## config.mk

```make
export PLATFORM = sky130hd
export DESIGN_NAME = servo_frame_receiver_unit
export DESIGN_NICKNAME = d
export VERILOG_FILES = /design/src/rtl/srfr_pkg.sv /design/src/rtl/servo_frame_receiver_unit.sv /design/src/rtl/srfr_front.sv /design/src/rtl/srfr_cmdq.sv /design/src/rtl/srfr_back.sv
export SDC_FILE = /design/constraint.sdc
export NUM_CORES = 1
export LEC_CHECK = 0
export BUFFER_PORTS_ARGS = -buffer_cell sky130_fd_sc_hd__buf_4
export CORE_ASPECT_RATIO = 1.75
export CORE_MARGIN = 1
export CORE_UTILIZATION = 50
export DETAILED_ROUTE_END_ITERATION = 10
export HOLD_SLACK_MARGIN = 0.03
export PLACE_DENSITY = 0.66
export SKIP_CTS_REPAIR_TIMING = 1
export SYNTH_ARGS = -nofsm -noshare
export SYNTH_HDL_FRONTEND = slang
export SYNTH_SLANG_ARGS = --single-unit
```

## constraint.sdc

```tcl
create_clock -name clk -period 11 [get_ports clk]
set_input_delay 2.75 -clock clk [delete_from_list [all_inputs] [get_ports clk]]
set_output_delay 2.75 -clock clk [all_outputs]
set_load 0.01 [all_outputs]
```

## src/rtl/srfr_pkg.sv

```systemverilog
`timescale 1ns / 1ps

package srfr_pkg;

  localparam int CHANNELS_DEF = 14;

  localparam int BYTE_W   = 8;
  localparam int VALUE_W  = 16;
  localparam int INDEX_W  = 4;
  localparam int OFFSET_W = 5;
  localparam int SUM_W    = 20;

  localparam logic [BYTE_W-1:0] HEADER_BYTE = 8'h55;
  localparam logic [BYTE_W-1:0] HOLD_LO     = 8'd4;
  localparam logic [BYTE_W-1:0] HOLD_HI     = 8'd7;

  // Command from the byte parser to the channel walker.
  typedef struct packed {
    logic                 commit;  // 1: frame passed its checksum, emit it
    logic [INDEX_W-1:0]   index;   // channel number for a store
    logic [VALUE_W-1:0]   value;   // channel value for a store
  } cmd_t;

endpackage

```

## src/rtl/servo_frame_receiver_unit.sv

```systemverilog
`timescale 1ns / 1ps

// Servo channel frame receiver.
// Input channel: push a received serial byte on rx_byte while full is low;
// a transfer happens on each clock edge with push high and full low.
// Output channel: while empty is low, channel_index, channel_value and
// last_channel show the oldest decoded channel; pop takes it.
// A frame is a 0x55 header, CHANNELS little-endian 16-bit values and a
// little-endian 16-bit checksum equal to the sum of the values. Only
// frames whose checksum matches produce results: CHANNELS transfers, the
// final one with last_channel set. Bad frames produce nothing.
// Bytes are taken one per cycle while full is low. The parser
// hands each finished channel and the frame's pass mark to the
// walker through a two-entry queue. The walker emits a passing
// frame's channels in order, each after one memory read plus the
// output register load, as long as the receiver keeps popping.
// Channel stores wait in the queue during a walk; once two wait, full
// rises until the walk ends. When the receiver stalls, the walker holds,
// the queue fills, and full stays high until the walk ends.
// Synchronous reset returns the parser to idle outside any frame and
// empties the queue and the output register.
module servo_frame_receiver_unit #(
  parameter int CHANNELS = srfr_pkg::CHANNELS_DEF
) (
  input  logic                        clk,
  input  logic                        rst,
  input  logic                        push,
  output logic                        full,
  input  logic [srfr_pkg::BYTE_W-1:0]  rx_byte,
  output logic                        empty,
  input  logic                        pop,
  output logic [srfr_pkg::INDEX_W-1:0] channel_index,
  output logic [srfr_pkg::VALUE_W-1:0] channel_value,
  output logic                        last_channel
);
  import srfr_pkg::*;

  logic accept;
  logic cmd_push;
  cmd_t cmd_in;
  cmd_t cmd_out;
  logic cmd_full;
  logic cmd_empty;
  logic cmd_pop;
  logic out_valid;

  // A byte may complete a channel or a frame, so hold off input while the queue is full.
  assign full   = cmd_full;
  assign accept = push && !cmd_full;
  assign empty  = !out_valid;

  // Front: parse bytes, track header resync and checksum, emit commands.
  srfr_front #(
    .CHANNELS (CHANNELS)
  ) u_front (
    .clk      (clk),
    .rst      (rst),
    .accept   (accept),
    .rx_byte  (rx_byte),
    .cmd_push (cmd_push),
    .cmd      (cmd_in)
  );

  // Decouple parser and walker so each side can stall on its own.
  srfr_cmdq u_cmdq (
    .clk   (clk),
    .rst   (rst),
    .push  (cmd_push),
    .wdata (cmd_in),
    .full  (cmd_full),
    .pop   (cmd_pop),
    .rdata (cmd_out),
    .empty (cmd_empty)
  );

  // Back: store channel values, walk them out on a passing frame.
  srfr_back #(
    .CHANNELS (CHANNELS)
  ) u_back (
    .clk           (clk),
    .rst           (rst),
    .cmd_empty     (cmd_empty),
    .cmd           (cmd_out),
    .cmd_pop       (cmd_pop),
    .out_valid     (out_valid),
    .out_pop       (pop),
    .channel_index (channel_index),
    .channel_value (channel_value),
    .last_channel  (last_channel)
  );

endmodule

```

## src/rtl/srfr_front.sv

```systemverilog
`timescale 1ns / 1ps

module srfr_front #(
  parameter int CHANNELS = srfr_pkg::CHANNELS_DEF
) (
  input  logic                       clk,
  input  logic                       rst,
  input  logic                       accept,
  input  logic [srfr_pkg::BYTE_W-1:0] rx_byte,
  output logic                       cmd_push,
  output srfr_pkg::cmd_t             cmd
);
  import srfr_pkg::*;

  localparam logic [OFFSET_W-1:0] LAST_POS = OFFSET_W'(2 * CHANNELS + 2);

  typedef enum logic [1:0] {
    MODE_IDLE,
    MODE_FRAME,
    MODE_HOLD
  } mode_t;

  mode_t               mode, mode_next;
  logic [OFFSET_W-1:0] offset, offset_next;
  logic [BYTE_W-1:0]   low, low_next;
  logic [SUM_W-1:0]    sum, sum_next;

  logic                do_take;
  logic [OFFSET_W-1:0] pos;
  logic [VALUE_W-1:0]  word;
  logic [OFFSET_W-1:0] half;

  always_comb begin
    mode_next   = mode;
    offset_next = offset;
    low_next    = low;
    sum_next    = sum;
    do_take     = 1'b0;
    pos         = offset;
    cmd_push    = 1'b0;
    cmd         = '0;
    word        = '0;
    half        = '0;

    if (accept) begin
      unique case (mode)
        MODE_HOLD: begin
          mode_next = MODE_FRAME;
          do_take   = 1'b1;
          if (rx_byte >= HOLD_LO && rx_byte <= HOLD_HI) begin
            // keep the held header as channel 0's low byte
            low_next = HEADER_BYTE;
            pos      = OFFSET_W'(2);
          end else begin
            pos = OFFSET_W'(1);
          end
        end
        MODE_FRAME: begin
          if (offset == OFFSET_W'(1) && rx_byte == HEADER_BYTE) begin
            mode_next = MODE_HOLD;
          end else begin
            do_take = 1'b1;
          end
        end
        default: begin
          mode_next = MODE_IDLE;
          if (rx_byte == HEADER_BYTE) begin
            mode_next   = MODE_FRAME;
            offset_next = OFFSET_W'(1);
            sum_next    = '0;
          end
        end
      endcase

      if (do_take) begin
        if (pos >= LAST_POS) begin
          // checksum high byte: compare and close the frame
          mode_next   = MODE_IDLE;
          offset_next = '0;
          sum_next    = '0;
          if (sum == {{(SUM_W - VALUE_W){1'b0}}, rx_byte, low}) begin
            cmd_push   = 1'b1;
            cmd.commit = 1'b1;
          end
        end else begin
          offset_next = pos + OFFSET_W'(1);
          if (pos[0]) begin
            low_next = rx_byte;
          end else begin
            word       = {rx_byte, low_next};
            half       = pos >> 1;
            sum_next   = sum + {{(SUM_W - VALUE_W){1'b0}}, word};
            cmd_push   = 1'b1;
            cmd.commit = 1'b0;
            cmd.index  = INDEX_W'(half - OFFSET_W'(1));
            cmd.value  = word;
          end
        end
      end
    end
  end

  always_ff @(posedge clk) begin
    if (rst) begin
      mode   <= MODE_IDLE;
      offset <= '0;
      sum    <= '0;
    end else begin
      mode   <= mode_next;
      offset <= offset_next;
      sum    <= sum_next;
    end
    low <= low_next;
  end

endmodule

```

## src/rtl/srfr_cmdq.sv

```systemverilog
`timescale 1ns / 1ps

module srfr_cmdq (
  input  logic           clk,
  input  logic           rst,
  input  logic           push,
  input  srfr_pkg::cmd_t wdata,
  output logic           full,
  input  logic           pop,
  output srfr_pkg::cmd_t rdata,
  output logic           empty
);
  import srfr_pkg::*;

  cmd_t       entries [2];
  logic       wr_ptr;
  logic       rd_ptr;
  logic [1:0] count;
  logic       do_push;
  logic       do_pop;

  assign full    = (count == 2'd2);
  assign empty   = (count == 2'd0);
  assign do_push = push && !full;
  assign do_pop  = pop && !empty;
  assign rdata   = entries[rd_ptr];

  always_ff @(posedge clk) begin
    if (rst) begin
      wr_ptr <= 1'b0;
      rd_ptr <= 1'b0;
      count  <= 2'd0;
    end else begin
      if (do_push) begin
        wr_ptr <= ~wr_ptr;
      end
      if (do_pop) begin
        rd_ptr <= ~rd_ptr;
      end
      unique case ({do_push, do_pop})
        2'b10:   count <= count + 2'd1;
        2'b01:   count <= count - 2'd1;
        default: count <= count;
      endcase
    end
  end

  always_ff @(posedge clk) begin
    if (do_push) begin
      entries[wr_ptr] <= wdata;
    end
  end

endmodule

```

## src/rtl/srfr_back.sv

```systemverilog
`timescale 1ns / 1ps

module srfr_back #(
  parameter int CHANNELS = srfr_pkg::CHANNELS_DEF
) (
  input  logic                        clk,
  input  logic                        rst,
  input  logic                        cmd_empty,
  input  srfr_pkg::cmd_t              cmd,
  output logic                        cmd_pop,
  output logic                        out_valid,
  input  logic                        out_pop,
  output logic [srfr_pkg::INDEX_W-1:0] channel_index,
  output logic [srfr_pkg::VALUE_W-1:0] channel_value,
  output logic                        last_channel
);
  import srfr_pkg::*;

  localparam int IDX_W = (CHANNELS > 1) ? $clog2(CHANNELS) : 1;
  localparam logic [IDX_W-1:0] LAST_IDX = IDX_W'(CHANNELS - 1);

  typedef enum logic [1:0] {
    ST_IDLE,
    ST_READ,
    ST_SEND
  } state_t;

  state_t             state;
  logic [IDX_W-1:0]   walk_idx;
  logic [VALUE_W-1:0] chan_mem [CHANNELS];
  logic [VALUE_W-1:0] rd_data;
  logic               slot_free;

  assign cmd_pop   = (state == ST_IDLE) && !cmd_empty;
  assign slot_free = !out_valid || out_pop;

  // channel store: written from store commands, read one entry per walk step
  always_ff @(posedge clk) begin
    if (cmd_pop && !cmd.commit) begin
      chan_mem[cmd.index[IDX_W-1:0]] <= cmd.value;
    end
    rd_data <= chan_mem[walk_idx];
  end

  always_ff @(posedge clk) begin
    if (rst) begin
      state     <= ST_IDLE;
      walk_idx  <= '0;
      out_valid <= 1'b0;
    end else begin
      // load a new channel when the slot frees up, else drop the popped one
      if (state == ST_SEND && slot_free) begin
        out_valid <= 1'b1;
      end else if (out_pop) begin
        out_valid <= 1'b0;
      end
      unique case (state)
        ST_IDLE: begin
          if (cmd_pop && cmd.commit) begin
            walk_idx <= '0;
            state    <= ST_READ;
          end
        end
        ST_READ: begin
          state <= ST_SEND;
        end
        ST_SEND: begin
          if (slot_free) begin
            channel_index <= INDEX_W'(walk_idx);
            channel_value <= rd_data;
            last_channel  <= (walk_idx == LAST_IDX);
            if (walk_idx == LAST_IDX) begin
              state <= ST_IDLE;
            end else begin
              walk_idx <= walk_idx + IDX_W'(1);
              state    <= ST_READ;
            end
          end
        end
        default: state <= ST_IDLE;
      endcase
    end
  end

endmodule

```

# After elaboration in Yosys (flattened, before gate mapping)
# Memories as Yosys holds them, arrays and structs flattened. A register that Yosys moved wholly into a read port is not among the register bits.
# Cells that the tools add are included.
totals:
  register_bits: 67
  ram_bits: 266
  in_bits: 12
  wordCells: 120
  n_memories: 2
classes:
  addsub: 6
  magnitude_cmp: 3
  eq_ne: 15
  n_mux: 53
  bitwise_logic: 3
  reduce_logical: 25
mem_list:
  columns: ["memory", "words", "word_bits", "rd", "rd_ports_with_merged_regs", "write_ports", "line", "source"]
  rows:
  - ["u_back.chan_mem", 14, 16, 1, 1, 1, "srfr_back.sv:30", "logic [VALUE_W-1:0] chan_mem [CHANNELS];"]
  - ["u_cmdq.entries", 2, 21, 1, 1, 1, "srfr_cmdq.sv:15", "cmd_t entries [2];"]
ops:
  columns: ["cell", "n"]
  rows:
  - ["$mux 20", 7]
  - ["$mux 8", 6]
  - ["$mux 21", 2]
  - ["$mux 5", 6]
  - ["$add 20x16->20", 1]
  - ["$eq 20x16->1", 1]
  - ["$mux 1", 18]
  - ["$mux 2", 6]
  - ["$mux 4", 3]
  - ["$logic_and 1x1->1", 9]
  - ["$eq 2x2->1 const B", 4]
  - ["$eq 8x7->1 const B", 1]
  - ["$ge 8x3->1 const B", 1]
  - ["$le 8x3->1 const B", 1]
  - ["$pmux 2 s2", 2]
  - ["$pmux 4 s2", 1]
  - ["$reduce_bool 2->1", 4]
  - ["$eq 2x1->1 const B", 3]
  - ["$pmux 2 s3", 1]
  - ["$reduce_and 3->1", 2]
  - ["$add 5x1->5 const B", 1]
  - ["$eq 5x1->1 const B", 1]
  - ["$ge 5x5->1 const B", 1]
  - ["$add 4x1->4 const B", 1]
  - ["14 further kinds", 22]

# Depth between registers and ports, before layout
# Gate-level depths: netlist of run 1.
logic_depth:
  depth_word: 12
  depth_mapped: 15

# Hierarchy
# A second synthesis of run 1 with hierarchy kept.
unflattened:
  hier_cells: 988
  area_unflattened_um2: 14552.7
modules_own_cells:
  columns: ["mod", "n_inst", "cells_per_inst", "area_each_um2"]
  rows:
  - ["srfr_back", 1, 568, 9933.3]
  - ["srfr_front", 1, 327, 2870.3]
  - ["srfr_cmdq", 1, 91, 1731.7]
  - ["servo_frame_receiver_unit", 1, 2, 17.5]

# Worst setup path after synthesis of run 1
# OpenSTA, ideal clock, no wires.
synth_path:
  kind: "input -> register"
  from: "input rx_byte[3] (netlist bit)"
  to: "memory u_cmdq.entries[0][0] (netlist bit), enable pin"
  setup_time_ns: 0.399
  arrival_time_ns: 5.789
  t_required_ns: 10.601
  slack_ns: 4.812
  stages: 10
  n_path_buf: 0
  cell_sequence: "nor4b_1 > and3_1 > a21oi_1 > inv_1 > ha_1 > a21o_1 > nand3_1 > or4_1 > a21o_1 > nor2_1"
synth_via:
  elab_chain_len: 12
  word_cells_on_any_way: 21
synth_rtl:
  columns: ["item", "line", "source"]
  rows:
  - ["from (decl)", "servo_frame_receiver_unit.sv:29", "input logic [srfr_pkg::BYTE_W-1:0] rx_byte,"]
  - ["$ge 8x3->1 / $le 8x3->1 (equally long branches)", "srfr_front.sv:50", "if (rx_byte >= HOLD_LO && rx_byte <= HOLD_HI) begin"]
  - ["$logic_and 1x1->1", "srfr_front.sv:50", null]
  - ["$mux 2", "srfr_front.sv:50", null]
  - ["$mux 5", "srfr_front.sv:46", "unique case (mode)"]
  - ["$mux 5", "srfr_front.sv:45", "if (accept) begin"]
  - ["$ge 5x5->1 / $mux 1 (equally long branches)", "srfr_front.sv:76, srfr_front.sv:87", null]
  - ["$mux 1", "srfr_front.sv:76", "if (pos >= LAST_POS) begin"]
  - ["$mux 1 *", "srfr_front.sv:75", "if (do_take) begin"]
  - ["$mux 1 *", "srfr_front.sv:45", null]
  - ["$logic_and 1x1->1 *", "srfr_cmdq.sv:24", "assign do_push = push && !full;"]
  - ["$mux 1 *", "srfr_cmdq.sv:49", "if (do_push) begin"]
  - ["$mux 1 (not written as such) *", "srfr_cmdq.sv:50", "entries[wr_ptr] <= wdata;"]
  - ["to (decl)", "srfr_cmdq.sv:15", null]
# Mark *: on every way between the ends. The rest lies on a longest branch, timed or not. The select of a mux whose other input is x is not followed.

# Worst setup path after layout of run 1
layout_path:
  from: "input rx_byte[3] (netlist bit)"
  to: "register u_cmdq.count[1]"
layout_via:
  elab_chain_len: 12
  word_cells_on_any_way: 23
layout_rtl:
  columns: ["item", "line", "source"]
  rows:
  - ["$ge 8x3->1 / $le 8x3->1 (equally long branches)", "srfr_front.sv:50", null]
  - ["$logic_and 1x1->1", "srfr_front.sv:50", null]
  - ["$mux 2", "srfr_front.sv:50", null]
  - ["$mux 5", "srfr_front.sv:46", null]
  - ["$mux 5", "srfr_front.sv:45", null]
  - ["$ge 5x5->1 / $mux 1 (equally long branches)", "srfr_front.sv:76, srfr_front.sv:87", null]
  - ["$mux 1", "srfr_front.sv:76", null]
  - ["$mux 1 *", "srfr_front.sv:75", null]
  - ["$mux 1 *", "srfr_front.sv:45", null]
  - ["$logic_and 1x1->1 *", "srfr_cmdq.sv:24", null]
  - ["$eq 2x1->1 / $eq 2x2->1 (equally long branches)", "srfr_cmdq.sv:40", "unique case ({do_push, do_pop})"]
  - ["$pmux 2 s2 / $reduce_bool 2->1 (equally long branches)", null, null]
  - ["to (signal assigned)", "srfr_cmdq.sv:41", "2'b10: count <= count + 2'd1;"]
  - ["to (signal assigned)", "srfr_cmdq.sv:42", "2'b01: count <= count - 2'd1;"]
  - ["to (signal assigned)", "srfr_cmdq.sv:43", "default: count <= count;"]
  - ["to (decl)", "srfr_cmdq.sv:18", "logic [1:0] count;"]
# Marks and branches as above.
# A chain may end at the register's enable or synchronous reset.

==> impl_results.md, run 1 <==
* CP required at roughly 12000 ps
* Post-layout instance count excluding filler cells at between 1k and 1.5k
* Die area at approximately 30000 µm²
* Flop pwr share at 56.2%
* Startpoint types: primary input
* Commonest cells after routing, fill and taps aside: edfxtp_1, mux4_2, buf_4
* First-pass GRT wire length at 46900 µm
* Violation count after the first detailed-route iteration at slightly below 400
* Cells on worst reg2reg path at 11
* Syn Nets at slightly above 900
* Number of antenna violations at the first check in global routing at 0
* Leading cell type in the layout, fill and taps excluded: edfxtp_1
* Die Y at 228 µm
* RSZ-0062 raised after global routing: false
* GRT overflow at 0
* Crit. End Element: register
* Status: completed
* Later-pin clock latency in the skew report at ~560 ps
* Flop2flop setup slack at 6760 ps
* Top post-synthesis cells by area: edfxtp_1, mux4_2, dfxtp_1, mux2_2, ha_1
* Die X at 131 µm
* Slew Viols, Final at 0
* Hold Path Origin: u_back.rd_data[4]$_DFF_P_
* Max_cap viols at 0
* Pre-antenna DRT Iters at 4
* Final net count at between 900 and 1k
* Hold Path End: u_back.channel_value[4]$_DFFE_PP_
* Detail-routed via count per cell at between 5 and 6
* Min Hold Slack at 404 ps
* Syn Area/Cell at roughly 17 µm²
* Critical-path cell list: buf_4, nor4b_1, nand3_2, o21ai_4, ha_1, a21o_1, nand3_1, or4_1, a21o_1, ha_1, or3_1, a21oi_1
* Final period util at around half
* Clock group share of total power at between 30% and 40%
* Synthesized cell area at approximately 15000 µm²
* Post-synthesis sequential area ratio at approximately two thirds
* Via Count at between 7k and 8k
* Ports at 35
* Synth Instances at between 800 and 900
* Fill cells at 2212
* Post-synth EDFFs at 295
* Int Pwr at between 0.002 and 0.0025 W
* Total global-route track usage at about 21%
* Avg WL per Cell at around 23 µm
* Leakage power at roughly 5.3 nW
* Clock transition at path regs at 70 ps
* CTS Buf Count at 29
* Post-route setup TNS at 0 ps
* Ant. Diodes at 0
* Post-layout min period at approximately 5700 ps
* WHS Path Cells at 0
* Cell accounting for the most synthesized area: edfxtp_1
* CP max FO at 10
* Worst Tran Pin Value at roughly 1200 ps
* Final ANT Viol Nets at 0
* Post-synth ARST share at 0%
* Reg2Reg Capture Point: u_cmdq.entries[0][10]$_DFFE_PP_
* CTS tree: yes
* Hold/Removal Path Class: reg2reg
* Largest vdd supply drop at between 0.0001 and 0.00015 V
* Sw frac at between 20% and 30%
* H-tree Lvls at 1
* Final hold viol count at 0
* Ys flop type: edfxtp_1
* Layout area overhead at 11.8%
* Top-area cell type share of the netlist area at 60.8%
* Final setup viols at 0
* CTS sink cnt at between 300 and 400
* Worst Skew at roughly 17 ps
* Number of cell rows at 82
* Vias in the first global route at slightly above 8k
* Synthesized flop and latch total at between 300 and 400
* Achievable Freq at about 180 MHz
* Root Driver: clkbuf_16
* WL final at ~30000 µm
* Reg2reg start: u_front.mode[0]$_SDFFE_PP0P_
* Arrival time worst endpoint at between 6000 and 7000 ps
* Sw Pwr at between 0.0006 and 0.0007 W
* Worst Setup Path Type: in2reg
* DRC violations left at 0
* Share of cells above drive strength 1 at between 20 and 30%
* Gpl congestion at between 0.9 and 1
* Placed Cells at roughly 1.3k
* Starting density of the core at between 50% and 60%
* Count of cell types in the netlist at 74
* Slew HR at a little over a fifth
* Maximum clock insertion buffer count at 3
* Comb pwr share at around 6.7%
* Hpwl dp at slightly below 20000 µm
* I/O Buffers at 34
* Pin count of the biggest net entering global routing at 54
* Ys Warns at 0
* Pwr Density at ~170 nW/µm²
* Core ar. at roughly 29000 µm²
* Slowest Stage Delay on Critical Path at between 600 and 700 ps
* Slowest cell on crit path: or4_1
area by class of cell:
type	count	area [µm²]	share of cell area (%)
clock buffer	34	744	4.57
inverter	23	91.3	0.560
multi-input combinational	471	4430	27.2
clock inverter	19	186	1.14
sequential	350	9970	61.1
timing repair buffer	55	413	2.53
tap	378	473	2.90
worst max path at each step:
stage	from	end	slack, ps	depth (start not counted)
final	rx_byte[3]	u_cmdq.count[1]$_SDFFE_PP0P_	5300	12
after global routing	rx_byte[3]	u_cmdq.count[1]$_SDFFE_PP0P_	4990	12
after CTS	rx_byte[3]	u_cmdq.count[1]$_SDFFE_PP0P_	5270	12
after detailed placement	rx_byte[3]	u_cmdq.count[1]$_SDFFE_PP0P_	4670	12
after global placement	rx_byte[3]	u_cmdq.count[1]$_SDFFE_PP0P_	4680	12
after floorplan	rx_byte[3]	u_cmdq.entries[0][0]$_DFFE_PP_	4810	10
cell families (layout without fill, tap and decap cells):
kind of cell    Yosys count  after routing  synth area share (%)
simple gates            190            190                  6.76
flops                   350            350                  68.3
mux                     107            107                  13.2
fa+ha+maj                29             29                  2.54
xor+xnor                 23             23                  1.38
compound gates          122            122                  6.26
buf+inv                  54            131                  1.56
critical path: cells and delay by family:
kind	cells	cell delay, ps
adders and majority gates	2	520
and+or+nand+nor	5	2050
AOI/OAI and AO/OA	4	750
buffers and inverters	1	130
routing by layer:
metal | vias up | global-route usage, % | wire (µm)
li1 | 3567 | - | -
met1 | 3955 | 23.7 | 10900
met2 | 199 | 40.1 | 17000
met3 | 77 | 2.27 | 1050
met4 | 0 | 9.63 | 1360
met5 | - | 0 | 0
power by group through the flow:
| stage | sequential (W) | clock [W] | combinational (W) |
|---|---|---|---|
| finish | 0.00155 | 0.00102 | 0.000185 |
| global route | 0.00155 | 0.00109 | 0.000203 |
| CTS | 0.00155 | 0.00104 | 0.000187 |
| detailed placement | 0.00158 | 0 | 0.000186 |
| global placement | 0.00157 | 0 | 0.000181 |
| floorplan | 0.00155 | 0 | 0.000145 |
cells in the mapped netlist, types with 2 or more instances:
library cell / count
a211o_1: 2
a211oi_1: 6
a21o_1: 8
a21oi_1: 24
a221oi_1: 5
a22o_1: 2
a22oi_1: 9
a31oi_1: 9
a32oi_1: 3
and2_1: 22
and3_1: 7
buf_1: 8
buf_2: 4
buf_4: 2
clkbuf_1: 16
dfxtp_1: 55
edfxtp_1: 295
ha_1: 28
inv_1: 22
mux2_2: 41
mux2i_1: 2
mux4_2: 64
nand2_1: 26
nand2b_1: 9
nand3_1: 15
nand4_1: 5
nand4b_1: 2
nor2_1: 61
nor2_2: 2
nor2b_1: 2
nor3_1: 8
nor4_1: 4
o211ai_1: 7
o21ai_0: 21
o21ai_2: 2
o21bai_1: 2
o32a_1: 2
or2_2: 2
or2b_1: 3
or3_1: 9
or4_1: 5
xnor2_1: 18
xor2_1: 5
registers in the layout, indices dropped and copies added (netlist names), named ones only:
| signal | cells |
|---|---|
| u_back.walk_idx | 4 |
| u_front.offset | 5 |
| u_cmdq.count | 2 |
| u_back.out_valid | 1 |
| u_front.sum | 20 |
| u_cmdq.wr_ptr | 1 |
| u_front.low | 8 |
| u_back.channel_value | 16 |
| u_back.rd_data | 16 |
| u_front.mode | 2 |
| u_cmdq.entries | 42 |
| u_back.last_channel | 1 |
| u_back.chan_mem | 224 |
| u_back.state | 2 |
| u_back.channel_index | 4 |
| u_cmdq.rd_ptr | 1 |
metrics by stage:
| step | total power (W) | cell area [µm²] | utilization, % | setup slack, ps |
|---|---|---|---|---|
| after floorplan | 0.00170 | 14600 | - | 4810 |
| after global placement | 0.00176 | 15400 | 53.7 | 4680 |
| after detailed placement | 0.00176 | 15400 | 53.7 | 4670 |
| after CTS | 0.00278 | 16300 | 57.0 | 5270 |
| after global routing | 0.00285 | 16300 | 57.0 | 4990 |
| final | 0.00275 | 16300 | 57.0 | 5300 |
Note: power is estimated with default switching activity, not from simulation.
==> inputs of run 2 (changes only) <==
- clock period: 11 -> 5.4 ns (I/O delays scaled with it)
==> run 2 against run 1 <==
Against the previous run:
- core utilization increased by 0.67 points
- critical path depth decreased by 1
- sequential power increased by 100%
- sequential cell count unchanged
- design area increased by 1.2%
- via count increased by 1.1%
- sequential share of layout area decreased by 0.71 points
- critical endpoint is now u_front.sum[13]$_SDFFE_PP0P_
- largest cell class unchanged
==> impl_results.md, run 2 (same netlist as run 1, synthesis figures left out) <==
* Number of cell rows at 82 (unchanged)
* Ports at 35 (unchanged)
* Design area at 16500 µm² (was 16300 µm²)
* WHS Path Cells at 0 (unchanged)
* Root Driver: clkbuf_16 (unchanged)
* First-pass GRT wire length at 47300 µm (was 46900 µm)
* Post-layout util at 57.6% (was 57.0%)
* H-tree Lvls at 1 (unchanged)
* Worst Tran Pin Value at 1180 ps (about the same)
* Via Count at 7884 (was 7798)
* Routed wl met3 at 1050 µm (about the same)
* Met2 wire len at 17400 µm (was 17000 µm)
* Violation count after the first detailed-route iteration at 456 (was 395)
* Pre-antenna DRT Iters at 5 (was 4)
* Commonest cells after routing, fill and taps aside: edfxtp_1, mux4_2, buf_4 (unchanged)
* Post-layout min period at roughly 4200 ps
* Achievable Freq at 235 MHz
* Starting density of the core at 50.9% (unchanged)
* Pin count of the biggest net entering global routing at 54 (unchanged)
* GRT overflow at 0 (unchanged)
* DP Worst Slack at 656 ps (was 4670 ps)
* Wl on met1 at 10800 µm (was 10900 µm)
* Placed Instance Area at 15400 µm² (about the same)
* DRC violations left at 0 (unchanged)
* Max_cap viols at 0 (unchanged)
* I/O Buffers at 34 (unchanged)
* Layout area overhead at 13.1% (was 11.8%)
* Gpl congestion at 0.895 (was 0.942)
* Worst Setup Path Type: in2reg (unchanged)
* CTS Buf Count at 31 (was 29)
* Die Y at 228 µm (unchanged)
* Final setup viols at 0 (unchanged)
* Maximum clock insertion buffer count at 3 (unchanged)
* Avg WL per Cell at 22.8 µm (about the same)
* Max Used Layer: met4 (unchanged)
* CP max FO at 10 (unchanged)
* Hold/Removal Path Class: reg2reg (unchanged)
* Core ar. at 28600 µm² (unchanged)
* Share of cells above drive strength 1 at 25.9% (was 25.2%)
* Largest register FFs at 224 (unchanged)
* Final hold viol count at 0 (unchanged)
* Pwr Density at 355 nW/µm² (was 169 nW/µm²)
* RSZ-0062 raised after global routing: false (unchanged)
* Number of antenna violations at the first check in global routing at 0 (unchanged)
* Total global-route track usage at 21.6% (was 21.4%)
* Hpwl dp at 19800 µm (was 19500 µm)
* Die X at 131 µm (unchanged)
* Clock transition at path regs at 70 ps (about the same)
* Worst Skew at 8.12 ps (was 16.6 ps)
* Arrival time worst endpoint at 4690 ps (was 6190 ps)
* Final period util at 78.6%
* Leading cell type in the layout, fill and taps excluded: edfxtp_1 (unchanged)
* Startpoint types: primary input (unchanged)
* CTS sink cnt at 350 (unchanged)
* Crit. End Element: register (unchanged)
* Cells on worst reg2reg path at 15 (was 11)
* Final net count at 978 (was 971)
* CP required at 5850 ps (was 11500 ps)
* CTS tree: yes (unchanged)
* Detail-routed via count per cell at 5.89 (was 5.86)
* Final ANT Viol Nets at 0 (unchanged)
* Vias in the first global route at 8287 (was 8156)
* Final worst slack at 1150 ps (was 5300 ps)
* Leakage power at 5.43 nW (was 5.34 nW)
* Slew Viols, Final at 0 (unchanged)
* Ant. Diodes at 0 (unchanged)
* WL final at 30600 µm (was 30300 µm)
* Later-pin clock latency in the skew report at 560 ps (about the same)
* Die area at 29900 µm² (unchanged)
* Status: completed (unchanged)
* Slew HR at 21.5% (was 21.0%)
* Largest vdd supply drop at 0.000286 V (was 0.000114 V)
* Post-route setup TNS at 0 ps (unchanged)
[run 2: cell count changes in the layout (fill, tap and decap cells not counted), sizes merged]
cell,previous run,this run
clkbuf,34,36
buf,55,60
bufinv,3,6
inv,24,25
clkinv,12,10
[run 2: area by class of cell]
class,instances,area [µm²]
Clock buffer,36,805
Timing Repair Buffer,60,450
Multi-Input combinational cell,471,4430
Tap cell,378,473
Fill cell,2176,12100
Inverter,23,91.3
Sequential cell,350,9970
Clock inverter,21,280
[run 2: power by group]
part	internal, W	switching (W)
Combinational	0.000147	0.000229
Clock	0.00136	0.000972
Sequential	0.00309	0.0000637
Total	0.00460	0.00126
[run 2: worst max-delay path, cell delays in order]
cell and delay [ps]:
buf_4 130, nor4b_1 480, nand3_2 320, and2_1 320, ha_1 330, a21o_1 190, a221oi_1 560, o21bai_1 250
a31oi_1 430, a311o_1 240, o211ai_1 80
[run 2: stage by stage]
stage	power [W]	instances	hold WS [ps]
floorplan	0.00346	875	386
global placement	0.00358	1282	386
detailed placement	0.00359	1282	389
CTS	0.00592	1339	404
global route	0.00606	1339	408
finish	0.00586	1339	404
[run 2: path summary, 6_finish.rpt]
| check | from | to | slack, ps |
|---|---|---|---|
| setup / recovery | rx_byte[3] | u_front.sum[13]$_SDFFE_PP0P_ | 1150 |
| hold / removal | u_back.rd_data[2]$_DFF_P_ | u_back.channel_value[2]$_DFFE_PP_ | 400 |
| hold reg to reg | u_back.rd_data[2]$_DFF_P_ | u_back.channel_value[2]$_DFFE_PP_ | 400 |
| setup reg to reg | u_front.mode[0]$_SDFFE_PP0P_ | u_front.sum[4]$_SDFFE_PP0P_ | 1760 |
[run 2: routing by layer]
| layer | global-route usage [%] | vias up |
|---|---|---|
| met5 | 0 | - |
| met4 | 10.0 | 0 |
| met3 | 2.35 | 78 |
| met2 | 40.9 | 192 |
| met1 | 23.3 | 4029 |
| li1 | - | 3585 |
